**src/rtl/mrd_pkg.sv**
```systemverilog
package mrd_pkg;

   // command codes; code three behaves as a post at front
   localparam logic [1:0] CMD_GET   = 2'd0;
   localparam logic [1:0] CMD_BACK  = 2'd1;
   localparam logic [1:0] CMD_FRONT = 2'd2;
   localparam logic [1:0] CMD_ALT   = 2'd3;

   // result status codes
   localparam logic [1:0] ST_OK    = 2'd0;
   localparam logic [1:0] ST_EMPTY = 2'd1;
   localparam logic [1:0] ST_FULL  = 2'd2;

   localparam int          CAP_BITS  = 5;
   localparam logic [4:0]  CAP_RESET = 5'd16;

   typedef struct packed {
      logic [1:0]  cmd;
      logic [31:0] msg_in;
      logic        waiter_present;
   } req_type;

   typedef struct packed {
      logic [1:0]  status;
      logic [31:0] msg_out;
      logic        handed_over;
      logic [4:0]  level;
   } rsp_type;

endpackage

```
**src/rtl/mailbox_ring_deque_core.sv**
```systemverilog
// Channel  Ports              Direction  Carries
// req      req_valid/ready    in         mrd_pkg::req_type (cmd, msg_in, waiter_present)
// rsp      rsp_valid/ready    out        mrd_pkg::rsp_type (status, msg_out, handed_over, level)
// csr      csr_valid/ready    in         capacity, 5 bits (always ready)
//
// One request per cycle while no result is stalled; each result appears in the cycle after its request transfer.
// The registered read of the message store, taken at accept, sets this timing.
// Reset (synchronous, high) clears pointers, count and result valid; capacity returns to 16.
// The message store is not cleared; a slot never written reads as anything.
// A stalled result blocks new requests only while rsp_ready is low.
module mailbox_ring_deque_core #(
   parameter int SLOTS    = 16,
   parameter int MSG_BITS = 32
) (
   input  logic              clock,
   input  logic              reset,
   input  logic              req_valid,
   output logic              req_ready,
   input  mrd_pkg::req_type  req_data,
   output logic              rsp_valid,
   input  logic              rsp_ready,
   output mrd_pkg::rsp_type  rsp_data,
   input  logic              csr_valid,
   output logic              csr_ready,
   input  logic [4:0]        csr_data
);

   localparam int PW = $clog2(SLOTS);
   localparam int CW = $clog2(SLOTS + 1);
   // wide enough for the count, the clamped capacity and a raw capacity code
   localparam int WW = ((CW > mrd_pkg::CAP_BITS) ? CW : mrd_pkg::CAP_BITS) + 1;

   // configuration
   logic [4:0]    capacity_ff;
   logic [WW-1:0] cap_eff;

   // ring state
   logic [PW-1:0] head_ff, head_in;
   logic [PW-1:0] tail_ff, tail_in;
   logic [CW-1:0] count_ff, count_in;

   // result register
   logic          rsp_valid_ff, rsp_valid_in;
   logic [1:0]    status_ff, status_in;
   logic          handed_ff, handed_in;
   logic [4:0]    level_ff, level_in;
   logic [31:0]   pass_msg_ff, pass_msg_in;
   logic          use_rd_ff, use_rd_in;

   // store access
   logic                wr_en, rd_en;
   logic [PW-1:0]       wr_addr;
   logic [MSG_BITS-1:0] wr_data, rd_data;

   logic          req_xfer;
   logic [63:0]   msg_wide, msg_masked, rd_wide;
   logic [WW-1:0] head_nx, tail_nx, count_w;

   assign csr_ready = 1'b1;
   assign req_ready = !rsp_valid_ff || rsp_ready;
   assign req_xfer  = req_valid && req_ready;

   always_ff @(posedge clock) begin
      if (reset) begin
         capacity_ff <= mrd_pkg::CAP_RESET;
      end else if (csr_valid) begin
         capacity_ff <= csr_data;
      end
   end

   // clamp capacity to 1..SLOTS
   always_comb begin
      cap_eff = WW'(capacity_ff);
      if (capacity_ff == '0) begin
         cap_eff = WW'(1);
      end else if (WW'(capacity_ff) > WW'(SLOTS)) begin
         cap_eff = WW'(SLOTS);
      end
   end

   // message kept at MSG_BITS bits
   always_comb begin
      msg_wide   = {32'd0, req_data.msg_in};
      msg_masked = '0;
      msg_masked[MSG_BITS-1:0] = msg_wide[MSG_BITS-1:0];
      rd_wide    = '0;
      rd_wide[MSG_BITS-1:0] = rd_data;
   end

   assign wr_data = msg_wide[MSG_BITS-1:0];
   assign head_nx = WW'(head_ff) + WW'(1);
   assign tail_nx = WW'(tail_ff) + WW'(1);
   assign count_w = WW'(count_ff);

   always_comb begin
      head_in      = head_ff;
      tail_in      = tail_ff;
      count_in     = count_ff;
      wr_en        = 1'b0;
      wr_addr      = tail_ff;
      rd_en        = 1'b0;
      status_in    = mrd_pkg::ST_OK;
      handed_in    = 1'b0;
      pass_msg_in  = '0;
      use_rd_in    = 1'b0;
      if (req_xfer) begin
         if (req_data.cmd == mrd_pkg::CMD_GET) begin
            // waiter flag has no bearing on a get
            if (count_ff != '0) begin
               rd_en     = 1'b1;
               use_rd_in = 1'b1;
               count_in  = count_ff - CW'(1);
               head_in   = (head_nx >= cap_eff) ? '0 : head_nx[PW-1:0];
            end else begin
               status_in = mrd_pkg::ST_EMPTY;
            end
         end else if (req_data.waiter_present) begin
            // straight handover, even when full
            handed_in   = 1'b1;
            pass_msg_in = msg_masked[31:0];
         end else if (count_w >= cap_eff) begin
            status_in = mrd_pkg::ST_FULL;
         end else begin
            wr_en    = 1'b1;
            count_in = count_ff + CW'(1);
            case (req_data.cmd) inside
               mrd_pkg::CMD_BACK: begin
                  wr_addr = tail_ff;
                  tail_in = (tail_nx >= cap_eff) ? '0 : tail_nx[PW-1:0];
               end
               mrd_pkg::CMD_FRONT, mrd_pkg::CMD_ALT: begin
                  head_in = (head_ff == '0) ? PW'(cap_eff - WW'(1)) : head_ff - PW'(1);
                  wr_addr = head_in;
               end
               default: begin
                  wr_addr = tail_ff;
               end
            endcase
         end
      end
   end

   always_comb begin
      logic [WW-1:0] lvl_w;
      lvl_w    = WW'(count_in);
      level_in = lvl_w[4:0];
   end

   assign rsp_valid_in = req_xfer || (rsp_valid_ff && !rsp_ready);

   always_ff @(posedge clock) begin
      if (reset) begin
         head_ff      <= '0;
         tail_ff      <= '0;
         count_ff     <= '0;
         rsp_valid_ff <= 1'b0;
      end else begin
         head_ff      <= head_in;
         tail_ff      <= tail_in;
         count_ff     <= count_in;
         rsp_valid_ff <= rsp_valid_in;
      end
   end

   // result payload loads only on a request transfer, so it holds while stalled
   always_ff @(posedge clock) begin
      if (req_xfer) begin
         status_ff   <= status_in;
         handed_ff   <= handed_in;
         level_ff    <= level_in;
         pass_msg_ff <= pass_msg_in;
         use_rd_ff   <= use_rd_in;
      end
   end

   mrd_store #(
      .DEPTH (SLOTS),
      .WIDTH (MSG_BITS)
   ) u_store (
      .clock   (clock),
      .wr_en   (wr_en),
      .wr_addr (wr_addr),
      .wr_data (wr_data),
      .rd_en   (rd_en),
      .rd_addr (head_ff),
      .rd_data (rd_data)
   );

   assign rsp_valid            = rsp_valid_ff;
   assign rsp_data.status      = status_ff;
   assign rsp_data.msg_out     = use_rd_ff ? rd_wide[31:0] : pass_msg_ff;
   assign rsp_data.handed_over = handed_ff;
   assign rsp_data.level       = level_ff;

`ifndef SYNTHESIS
   a_count_bound: assert property (@(posedge clock) disable iff (reset)
      CW'(SLOTS) >= count_ff)
      else $error("held count beyond store depth");

   a_handover_ok: assert property (@(posedge clock) disable iff (reset)
      rsp_valid_ff && handed_ff |-> status_ff == mrd_pkg::ST_OK && !use_rd_ff)
      else $error("handover with bad status or store read");

   a_empty_level: assert property (@(posedge clock) disable iff (reset)
      rsp_valid_ff && status_ff == mrd_pkg::ST_EMPTY |-> level_ff == '0)
      else $error("empty result with nonzero level");

   a_handover_keeps: assert property (@(posedge clock) disable iff (reset)
      req_xfer && req_data.cmd != mrd_pkg::CMD_GET && req_data.waiter_present
      |=> $stable(count_ff) && $stable(head_ff) && $stable(tail_ff))
      else $error("handover disturbed ring state");

   a_stall_only: assert property (@(posedge clock) disable iff (reset)
      !req_ready |-> rsp_valid_ff && !rsp_ready)
      else $error("request stalled without a waiting result");
`endif

endmodule

```
**src/rtl/mrd_store.sv**
```systemverilog
module mrd_store #(
   parameter int DEPTH = 16,
   parameter int WIDTH = 32
) (
   input  logic                     clock,
   input  logic                     wr_en,
   input  logic [$clog2(DEPTH)-1:0] wr_addr,
   input  logic [WIDTH-1:0]         wr_data,
   input  logic                     rd_en,
   input  logic [$clog2(DEPTH)-1:0] rd_addr,
   output logic [WIDTH-1:0]         rd_data
);

   logic [WIDTH-1:0] mem [DEPTH];
   logic [WIDTH-1:0] rd_data_ff;

   always_ff @(posedge clock) begin
      if (wr_en) begin
         mem[wr_addr] <= wr_data;
      end
   end

   // read data holds until the next read
   always_ff @(posedge clock) begin
      if (rd_en) begin
         rd_data_ff <= mem[rd_addr];
      end
   end

   assign rd_data = rd_data_ff;

endmodule

```
**config.mk**
```make
export PLATFORM = sky130hd
export DESIGN_NAME = mailbox_ring_deque_core
export DESIGN_NICKNAME = d
export VERILOG_FILES = /design/src/rtl/mrd_pkg.sv /design/src/rtl/mailbox_ring_deque_core.sv /design/src/rtl/mrd_store.sv
export SDC_FILE = /design/constraint.sdc
export NUM_CORES = 1
export LEC_CHECK = 0
export ABC_CLOCK_PERIOD_IN_PS = 9500
export BUFFER_PORTS_ARGS = -buffer_cell sky130_fd_sc_hd__buf_2
export CORE_UTILIZATION = 65
export CTS_BUF_LIST = sky130_fd_sc_hd__clkbuf_16
export DETAILED_ROUTE_END_ITERATION = 12
export PLACE_DENSITY = 0.79
export REMOVE_ABC_BUFFERS = 1
export SLEW_MARGIN = 20
export SYNTH_ARGS = -nofsm -noshare
export SYNTH_HDL_FRONTEND = slang
export SYNTH_SLANG_ARGS = --single-unit
```
**constraint.sdc**
```tcl
create_clock -name clock -period 9.5 [get_ports clock]
set_input_delay 0.95 -clock clock [delete_from_list [all_inputs] [get_ports clock]]
set_output_delay 0.95 -clock clock [all_outputs]
set_load 0.05 [all_outputs]
```
* Word-level counts from Yosys, hierarchy flattened
Memory sizes are Yosys's and may differ from the RTL's. A register that Yosys moved wholly into a read port is not among the register bits.
Cells that the tools add are included.
** Word-level totals
- Bits in read-only memories :: 0
- Bits in writable memories :: 512
- Logic and storage cells :: 83
- Latch bits :: 0
- Bits of input ports :: 45
- Memories kept :: 1
- Bits in registers :: 60
- Output and inout port bits :: 43
** Memory list
- u_store.mem :: depth 16, width 32, rd ports 1, clocked after Yosys merged registers in 1, wr ports 1, RTL line mrd_store.sv:14 : logic [WIDTH-1:0] mem [DEPTH];
** Cells by class
- Divide/modulo/power cells :: 0
- Bitwise operators :: 3
- Multiply operators :: 0
- Muxes and demuxes :: 37
- Eq/ne operators :: 7
- Shifts and indexed selects :: 0
- Add/sub/neg operators :: 6
- $lt $le $gt $ge :: 4
- Reductions and logical operators :: 15
** Operator list (number)
- 2-to-1 mux 4 bit :: 15
- 2-to-1 mux 5 bit :: 7
- 2-to-1 mux 32 bit :: 1
- greater-or-equal comparator 5 x 6 -> 1 bit :: 3
- 2-to-1 mux 1 bit :: 11
- adder 4 x 1 -> 5 bit, second input constant :: 2
- subtractor 4 x 1 -> 4 bit, second input constant :: 2
- 2-to-1 mux 2 bit :: 3
- AND reduction 6 bit :: 1
- adder 5 x 1 -> 5 bit, second input constant :: 1
- > comparator 5 bit, second input constant :: 1
- zero test 5 bit :: 1
- AND reduction 5 bit :: 1
- nonzero test 5 bit :: 1
- subtractor 5 x 1 -> 5 bit, second input constant :: 1
- == test 2 bit, second input constant :: 2
- zero test 4 bit :: 1
- != test 2 x 1 -> 1 bit, second input constant :: 2
- != test 2 bit, second input constant :: 2
- OR reduction 2 bit :: 2
- inverter 1 bit :: 3
- == test 2 x 1 -> 1 bit, second input constant :: 1
- logical AND 1 bit :: 2
- zero test 1 bit :: 2
- other kinds (3) :: 4

* Longest topological paths before layout
Gate-level depths: netlist of the first run.
- Depth in word-level cells :: 11
- Depth in mapped cells :: 13
- Mapped depth without buffers :: 9

* By module
A second synthesis of the first run with hierarchy kept.
** Second synthesis, totals
- Cell total of the unflattened synthesis :: 1165
- Area, all modules :: 23744.0 um^2
** By module, submodules not included
- mrd_store :: instances 1, cells each 838, seq. area each 16335.7 um^2, area each 20155.6 um^2
- mailbox_ring_deque_core :: instances 1, cells each 327, seq. area each 1611.5 um^2, area each 3588.4 um^2

* Worst setup path before layout of the first run
Ideal clock, no wire load.
- Kind :: reg-to-reg
- Start :: register head_ff[1]
- End :: memory u_store.mem[12][0], enable pin
- Setup time :: 0.432 ns
- Setup slack :: 4.993 ns
- Arrival time :: 4.075 ns
- Period minus slack after synthesis :: 4.507 ns
- Stages on the path, launching flop included :: 14
- Buffers on the path :: 4
- Cell sequence :: dfxtp_1 clkbuf_1 buf_2 buf_2 inv_1 ha_1 nor3b_1 o211ai_1 and2_1 clkbuf_1 ha_1 xnor2_1 nand3_1 a21oi_1
** On the way
- Longest elaborated chain between the ends :: 8
- Elaborated cells between the ends (all ways) :: 9
- Those cells by class :: add/sub: 1; mux: 7; reduce/logical: 1
** RTL lines
- start: declaration :: RTL line mailbox_ring_deque_core.sv:38 : logic [PW-1:0] head_ff, head_in;
- start signal: assignment :: RTL line mailbox_ring_deque_core.sv:158 : head_ff <= head_in;
- subtractor 4 x 1 -> 4 bit / zero test 4 bit (equally long branches) :: RTL line mailbox_ring_deque_core.sv:132 : head_in = (head_ff == '0) ? PW'(cap_eff - WW'(1)) : head_ff - PW'(1);
- 2-to-1 mux 4 bit * :: RTL line mailbox_ring_deque_core.sv:132
- 2-to-1 mux 4 bit * (2 in a row) :: RTL line mailbox_ring_deque_core.sv:126 : case (req_data.cmd) inside
- 2-to-1 mux 4 bit * :: RTL line mailbox_ring_deque_core.sv:121 : end else if (count_w >= cap_eff) begin
- 2-to-1 mux 4 bit * :: RTL line mailbox_ring_deque_core.sv:117 : end else if (req_data.waiter_present) begin
- 2-to-1 mux 4 bit * :: RTL line mailbox_ring_deque_core.sv:107 : if (req_data.cmd == mrd_pkg::CMD_GET) begin
- 2-to-1 mux 4 bit * :: RTL line mailbox_ring_deque_core.sv:106 : if (req_xfer) begin
- end: declaration :: RTL line mrd_store.sv:14
Every way passes the cells marked *; elsewhere a longest branch is shown, timed or not.

* Worst setup path after layout of the first run
- Start :: register head_ff[1]
- End :: memory u_store.mem[14][9], enable pin
The elaborated chain is that of the path after synthesis.

==> results of run 1 <==
-- routing by layer --
metal | part of all wire, % | vias up | global-route usage, %
li1 | - | 4901 | -
met1 | 38 | 6368 | 43.0
met2 | 48 | 796 | 47.6
met3 | 12 | 123 | 9.95
met4 | 2.6 | 4 | 9.55
met5 | 0.030 | - | 0
-- synth_stat cells, drive strengths merged (2+ instances only) --
master / count
buf: 36
a21o: 2
nand2b: 2
nand2: 22
o211ai: 6
a21oi: 33
nor3: 7
dfxtp: 19
ha: 21
a21boi: 2
mux4: 160
edfxtp: 585
o21ai: 7
a311oi: 2
mux2i: 5
nand3b: 4
nand4: 7
or3: 3
nor2b: 7
nand4b: 2
nand3: 18
xnor2: 3
and2: 5
a31oi: 8
nor2: 17
inv: 12
clkbuf: 25
xor2: 3
nor3b: 3
o21a: 3
and3: 35
mux2: 34
a222oi: 2
-- stage by stage --
| stage | power, mW | instance area, um^2 | utilization [%] | instances | worst slack [ps] |
|---|---|---|---|---|---|
| 5_1_grt | 5.80 | 26900 | 74.8 | 1722 | 5010 |
| 3_3_place_gp | 3.47 | 25000 | 69.5 | 1621 | 5140 |
| 4_1_cts | 5.67 | 26800 | 74.7 | 1721 | 5010 |
| 6_report | 5.65 | 26900 | 74.8 | 1725 | 5210 |
| 2_1_floorplan | 3.36 | 23600 | - | 1055 | -293 |
| 3_5_place_dp | 3.48 | 25000 | 69.7 | 1624 | 5110 |
-- power by group through the flow --
stage | Sequential (mW) | Combinational, mW | Clock (mW)
global route | 2.99 | 0.468 | 2.33
global placement | 3.05 | 0.423 | 0
floorplan | 3.08 | 0.279 | 0
detailed placement | 3.05 | 0.432 | 0
finish | 2.99 | 0.444 | 2.21
CTS | 2.99 | 0.442 | 2.24
-- kinds of logic after synthesis --
logic type                 count (synthesis)  share of synthesized area (%)
DFF                                      604                           74.9
adders and majority gates                 21                           1.10
and+or+nand+nor                          135                           3.10
buffers and inverters                     73                           1.59
AOI/OAI and AO/OA                         77                           2.14
other                                      1                         0.0157
xor gates and xnor gates                   6                          0.219
muxes                                    199                           16.9
-- how the worst max path moves through the flow --
| stage | endpoint | cells after the start |
|---|---|---|
| after detailed placement | u_store.mem[2][3] | 9 |
| final | u_store.mem[14][9] | 10 |
| after global placement | u_store.mem[0][27] | 6 |
| after floorplan | u_store.mem[12][0] | 9 |
| after global routing | u_store.mem[14][9] | 10 |
| after CTS | u_store.mem[2][5] | 9 |
-- worst min-delay path: cells and delay by family (launching register included) --
kind,cells,cell delay (ps)
simple gates,1,70
compound gates,1,50
flops,1,350
-- area by class of cell --
class / instances / share of cell area, %
antenna: 3 / 0.0279
tap: 461 / 2.15
inverter: 12 / 0.168
clock buffer: 58 / 5.40
timing repair buffer: 109 / 2.56
clock inverter: 39 / 1.28
multi-input combinational: 439 / 21.6
sequential: 604 / 66.8
-- sequential cells by signal, indices dropped and copies added, names as in the netlist --
signal,flops
capacity_ff,5
count_ff,5
handed_ff,1
head_ff,4
level_ff,5
pass_msg_ff,32
rsp_valid,1
status_ff,2
tail_ff,4
u_store.mem,512
u_store.rd_data,32
use_rd_ff,1
==> results.sh, run 1 <==
export IMPL_status="finished clean"
export IMPL_io_pins=88
export IMPL_slew_headroom_pct=21.1
export IMPL_syn_area_um2=24000
export IMPL_p_sw_share_pct=22.3
export IMPL_power_leakage_nw=8.61
export IMPL_wl_um=56300
export IMPL_clkTransAtPathRegs_ps=60
export IMPL_critPathLaunchType="flop"
export IMPL_max_freq_mhz=233
export IMPL_clock_latency_ps=610
export IMPL_pwr_share_seq_pct=52.9
export IMPL_cts_resized=0
export IMPL_rrSetupSlack_ps=5210
export IMPL_synth_top_area_share_pct=73.3
export IMPL_ys_types=57
export IMPL_r2r_cells=10
export IMPL_syn2layout_area_growth_pct=12.2
export IMPL_vdd_drop_max_mv=0.193
export IMPL_hold_ws_ps=520
export IMPL_die_area_um2=37600
export IMPL_setup_viol=0
export IMPL_vias=12200
export IMPL_crit_required_ps=9730
export IMPL_path_cells="inv_1 -> ha_1 -> nor3b_1 -> nand2b_1 -> and2_1 -> ha_1 -> a21oi_1 -> nand3_1 -> a21oi_4 -> buf_4"
export IMPL_syn_area_per_cell_um2=21.5
export IMPL_grt_overflow_total=0
export IMPL_multi_input_area_um2=5800
export IMPL_final_common_cell="edfxtp_1"
export IMPL_globalRouteTotalUtil_pct=30.9
export IMPL_clockPowerShare_pct=39.2
export IMPL_ant_nets=0
export IMPL_initial_utilization_pct=66.7
export IMPL_hold_violations=0
export IMPL_wl_per_cell_um=32.6
export IMPL_cts_root_buf="clkbuf_16"
export IMPL_synth_seq_cells=604
export IMPL_reg2reg_to="u_store.mem[14][9]"
export IMPL_viasPerCell=7.07
export IMPL_powerDensity_nw_per_um2=210
export IMPL_drc_errors=0
export IMPL_syn_inst=1116
export IMPL_row_count=69
export IMPL_cts_sinks=604
export IMPL_numCtsBuffers=56
export IMPL_dpl_hpwl_um=29800
export IMPL_synth_area_top_cells="edfxtp_1 (73%), mux4_2 (15%), dfxtp_1 (1.6%)"
export IMPL_hold_depth=2
export IMPL_reg2reg_from="head_ff[1]"
export IMPL_period_share_pct=45.2
export IMPL_fillers=1917
export IMPL_grt_max_degree=71
export IMPL_min_delay_worst_endpoint="tail_ff[1]"
export IMPL_die_width_um=194
export IMPL_drt_iter0_drc=1371
export IMPL_final_setup_skew_ps=16.8
export IMPL_die_h_um=194
export IMPL_path_max_fanout=65
export IMPL_setup_worst_path_start="head_ff[1]"
export IMPL_fin_nets=1288
export IMPL_synth_top_cell_by_area="edfxtp_1"
export IMPL_yosysWarnings=0
export IMPL_worst_slew_pin_slew_ps=1180
export IMPL_final_cell_mix="edfxtp_1 (585), mux4_2 (160), buf_2 (86)"
export IMPL_hp_class="flop to flop"
export IMPL_rsz0062_at_grt="no"
export IMPL_cp_common_cell="ha_1"
export IMPL_slew_violations=0
export IMPL_ys_flop_type="edfxtp_1"
export IMPL_maxCapViolations=0
export IMPL_async_reset_ff_share_pct=0
export IMPL_internal_power_mw=4.39
export IMPL_cts_buffer_depth=3
export IMPL_comb_power_share_pct=7.9
export IMPL_antenna_found_initial=7
export IMPL_finalCriticalPeriod_ps=4290
export IMPL_drt_pass1_iterations=7
export IMPL_postCtsSetupBuffers=0
export IMPL_grt_pass1_wl_um=82000
export IMPL_holdCritStartpoint="tail_ff[1]"
export IMPL_io_buffer_count=86
export IMPL_cts_hold_buf=0
export IMPL_seq_area_frac_synth_pct=74.9
export IMPL_htreeDepth=2
export IMPL_worstPathArrival_ps=4520
export IMPL_place_congestion=0.884
export IMPL_p_sw_mw=1.26
export IMPL_cp_top_family="simple AND/OR/NAND/NOR gates"
export IMPL_drive_above_1_share_pct=29.9
export IMPL_cts_tree="yes"
export IMPL_first_global_vias=12300
export IMPL_synth_edf_count=585
export IMPL_cp_slowest_stage_delay_ps=970
export IMPL_slowest_stage="dfxtp_4"
export IMPL_setup_tns_final_ps=0
export IMPL_crit_buf_inv=2
export IMPL_seqCellArea_um2=18000
export IMPL_criticalPathCategory="flop to flop"
export IMPL_endpoint_kind="flop"
export IMPL_core_area_um2=35900
(Power assumes the default switching activity.)
==> inputs of run 2 (changes only) <==
--- a/config.mk
+++ b/config.mk
@@ -5,12 +5,12 @@
 export SDC_FILE = /design/constraint.sdc
 export NUM_CORES = 1
 export LEC_CHECK = 0
-export ABC_CLOCK_PERIOD_IN_PS = 9500
+export ABC_CLOCK_PERIOD_IN_PS = 4000
 export BUFFER_PORTS_ARGS = -buffer_cell sky130_fd_sc_hd__buf_2
-export CORE_UTILIZATION = 65
+export CORE_UTILIZATION = 61
 export CTS_BUF_LIST = sky130_fd_sc_hd__clkbuf_16
 export DETAILED_ROUTE_END_ITERATION = 12
-export PLACE_DENSITY = 0.79
+export PLACE_DENSITY = 0.75
 export REMOVE_ABC_BUFFERS = 1
 export SLEW_MARGIN = 20
 export SYNTH_ARGS = -nofsm -noshare
==> constraint.sdc (replaced) <==
create_clock -name clock -period 4 [get_ports clock]
set_input_delay 0.4 -clock clock [delete_from_list [all_inputs] [get_ports clock]]
set_output_delay 0.4 -clock clock [all_outputs]
set_load 0.05 [all_outputs]
==> run 2 against run 1 <==
Cell area grew 1.6%. Via count shrank 2.5%. Non-clock buffer count grew 24. Critical path type unchanged. Largest power group unchanged.
==> results.sh, run 2 (synthesis results as in run 1) <==
export IMPL_power_leakage_nw=8.80
export IMPL_slowest_stage="a2111o_1"
export IMPL_first_global_vias=12200
export IMPL_rsz0062_at_grt="no"
export IMPL_grt_max_degree=75
export IMPL_criticalPathCategory="flop to flop"
export IMPL_wl_per_cell_um=28.9
export IMPL_die_h_um=200
export IMPL_htreeDepth=2
export IMPL_slew_headroom_pct=26.4
export IMPL_cp_slowest_stage_delay_ps=500
export IMPL_finalCriticalPeriod_ps=3710
export IMPL_grt_pass1_wl_um=78800
export IMPL_hp_class="input port to flop"
export IMPL_endpoint_kind="flop"
export IMPL_path_cells="nor3_1 -> nor2_1 -> nor2_1 -> ha_1 -> nand2b_1 -> a2111o_1 -> a21boi_1 -> nand4_1 -> a21oi_4 -> buf_12"
export IMPL_clkTransAtPathRegs_ps=60
export IMPL_critPathLaunchType="flop"
export IMPL_hold_violations=0
export IMPL_globalRouteTotalUtil_pct=27.1
export IMPL_stdcell_area_um2=27300
export IMPL_die_width_um=200
export IMPL_cts_root_buf="clkbuf_16"
export IMPL_viasPerCell=6.56
export IMPL_final_setup_skew_ps=12.7
export IMPL_p_sw_share_pct=22.0
export IMPL_row_count=72
export IMPL_setup_viol=0
export IMPL_p_sw_mw=2.96
export IMPL_cts_resized=0
export IMPL_drive_above_1_share_pct=31.6
export IMPL_cts_hold_buf=0
export IMPL_place_area_um2=25400
export IMPL_powerDensity_nw_per_um2=491
export IMPL_numCtsBuffers=56
export IMPL_final_common_cell="edfxtp_1"
export IMPL_cts_buffer_depth=3
export IMPL_seqCellArea_um2=18000
export IMPL_largest_register="u_store.mem"
export IMPL_fin_nets=1312
export IMPL_final_cell_mix="edfxtp_1 (585), mux4_2 (160), buf_2 (86)"
export IMPL_antenna_found_initial=0
export IMPL_slew_violations=0
export IMPL_drt_iter0_drc=981
export IMPL_grt_overflow_total=0
export IMPL_largest_register_ffs=512
export IMPL_crit_required_ps=4300
export IMPL_multi_input_area_um2=5800
export IMPL_initial_utilization_pct=62.0
export IMPL_setup_tns_final_ps=0
export IMPL_fillers=2253
export IMPL_max_freq_mhz=269
export IMPL_place_congestion=0.806
export IMPL_cts_sinks=604
export IMPL_ant_nets=0
export IMPL_status="finished clean"
export IMPL_cts_tree="yes"
export IMPL_die_area_um2=40100
export IMPL_syn2layout_area_growth_pct=14.0
export IMPL_clock_latency_ps=610
export IMPL_period_share_pct=92.8
export IMPL_postCtsSetupBuffers=0
export IMPL_clockPowerShare_pct=39.4
export IMPL_maxCapViolations=0
export IMPL_internal_power_mw=10.5
export IMPL_io_pins=88
export IMPL_worst_slew_pin_slew_ps=1100
export IMPL_vdd_drop_max_mv=0.453
export IMPL_worstPathArrival_ps=4010
export IMPL_core_area_um2=38600
export IMPL_dpl_hpwl_um=27200
export IMPL_cp_common_cell="nor2_1"
export IMPL_drt_pass1_iterations=5
export IMPL_io_buffer_count=86
export IMPL_comb_power_share_pct=7.9
export IMPL_vias=11900
export IMPL_wl_um=52400
export IMPL_drc_errors=0
export IMPL_pwr_share_seq_pct=52.6
export IMPL_path_max_fanout=22
[run 2: cell types whose count changed in the layout (fill, tap and decap cells not counted), moves of 2 or more]
| cell | delta |
|---|---|
| buf_16 | -4 |
| clkinvlp_4 | -3 |
| buf_12 | +17 |
| clkinv_4 | +2 |
| clkinv_2 | +9 |
| buf_4 | +10 |
| clkinv_1 | +2 |
| diode_2 | -2 |
[run 2: critical path, delay by kind of cell (launching register included)]
family | cells | cell delay (ps)
AO/OA/AOI/OAI | 3 | 1420
adder cells (fa/ha/maj) | 1 | 270
buffers and inverters | 1 | 280
flip-flops | 1 | 350
AND/OR/NAND/NOR | 5 | 1080
[run 2: area by class of cell]
| type | count | share of cell area (%) |
|---|---|---|
| diodes | 1 | 0.00917 |
| clock buffers | 58 | 5.32 |
| clock inverters | 48 | 1.42 |
| inverters | 12 | 0.165 |
| multi-input cells | 439 | 21.3 |
| flip-flops and latches | 604 | 65.8 |
| well taps | 518 | 2.37 |
| repair buffers | 133 | 3.69 |
[run 2: power by group through the flow]
stage          clock network (mW)  registers, mW  logic, mW
4_1_cts                      5.35           7.06       1.07
6_report                     5.29           7.06       1.07
3_5_place_dp                    0           7.19       1.06
5_1_grt                      5.58           7.06       1.14
2_1_floorplan                   0           7.31      0.662
3_3_place_gp                    0           7.19       1.03
[run 2: final timing paths]
kind,from,end,slack [ps],cells after the start
setup / recovery,capacity_ff[1],u_store.mem[3][11],290,10
setup reg to reg,capacity_ff[1],u_store.mem[3][11],290,10
hold / removal,csr_data[0],capacity_ff[0],50,3
hold reg to reg,tail_ff[1],tail_ff[1],500,2
[run 2: per-layer routing]
| metal | global-route usage, % | wire length [um] |
|---|---|---|
| met1 | 37.9 | 21100 |
| met2 | 45.3 | 26800 |
| met3 | 4.12 | 3460 |
| met4 | 7.36 | 1000 |
| met5 | 0 | 0 |
[run 2: through the flow]
| step | utilization, % | worst slack [ps] | total power [mW] | cells | hold slack [ps] |
|---|---|---|---|---|---|
| 3_5_place_dp | 65.7 | 206 | 8.25 | 1697 | 488 |
| 4_1_cts | 70.4 | 182 | 13.5 | 1803 | 24.2 |
| 3_3_place_gp | 65.6 | 253 | 8.23 | 1696 | 492 |
| 6_report | 70.6 | 287 | 13.4 | 1813 | 45.4 |
| 2_1_floorplan | - | -5790 | 7.97 | 1055 | 456 |
| 5_1_grt | 70.6 | 78.3 | 13.8 | 1812 | 68.1 |
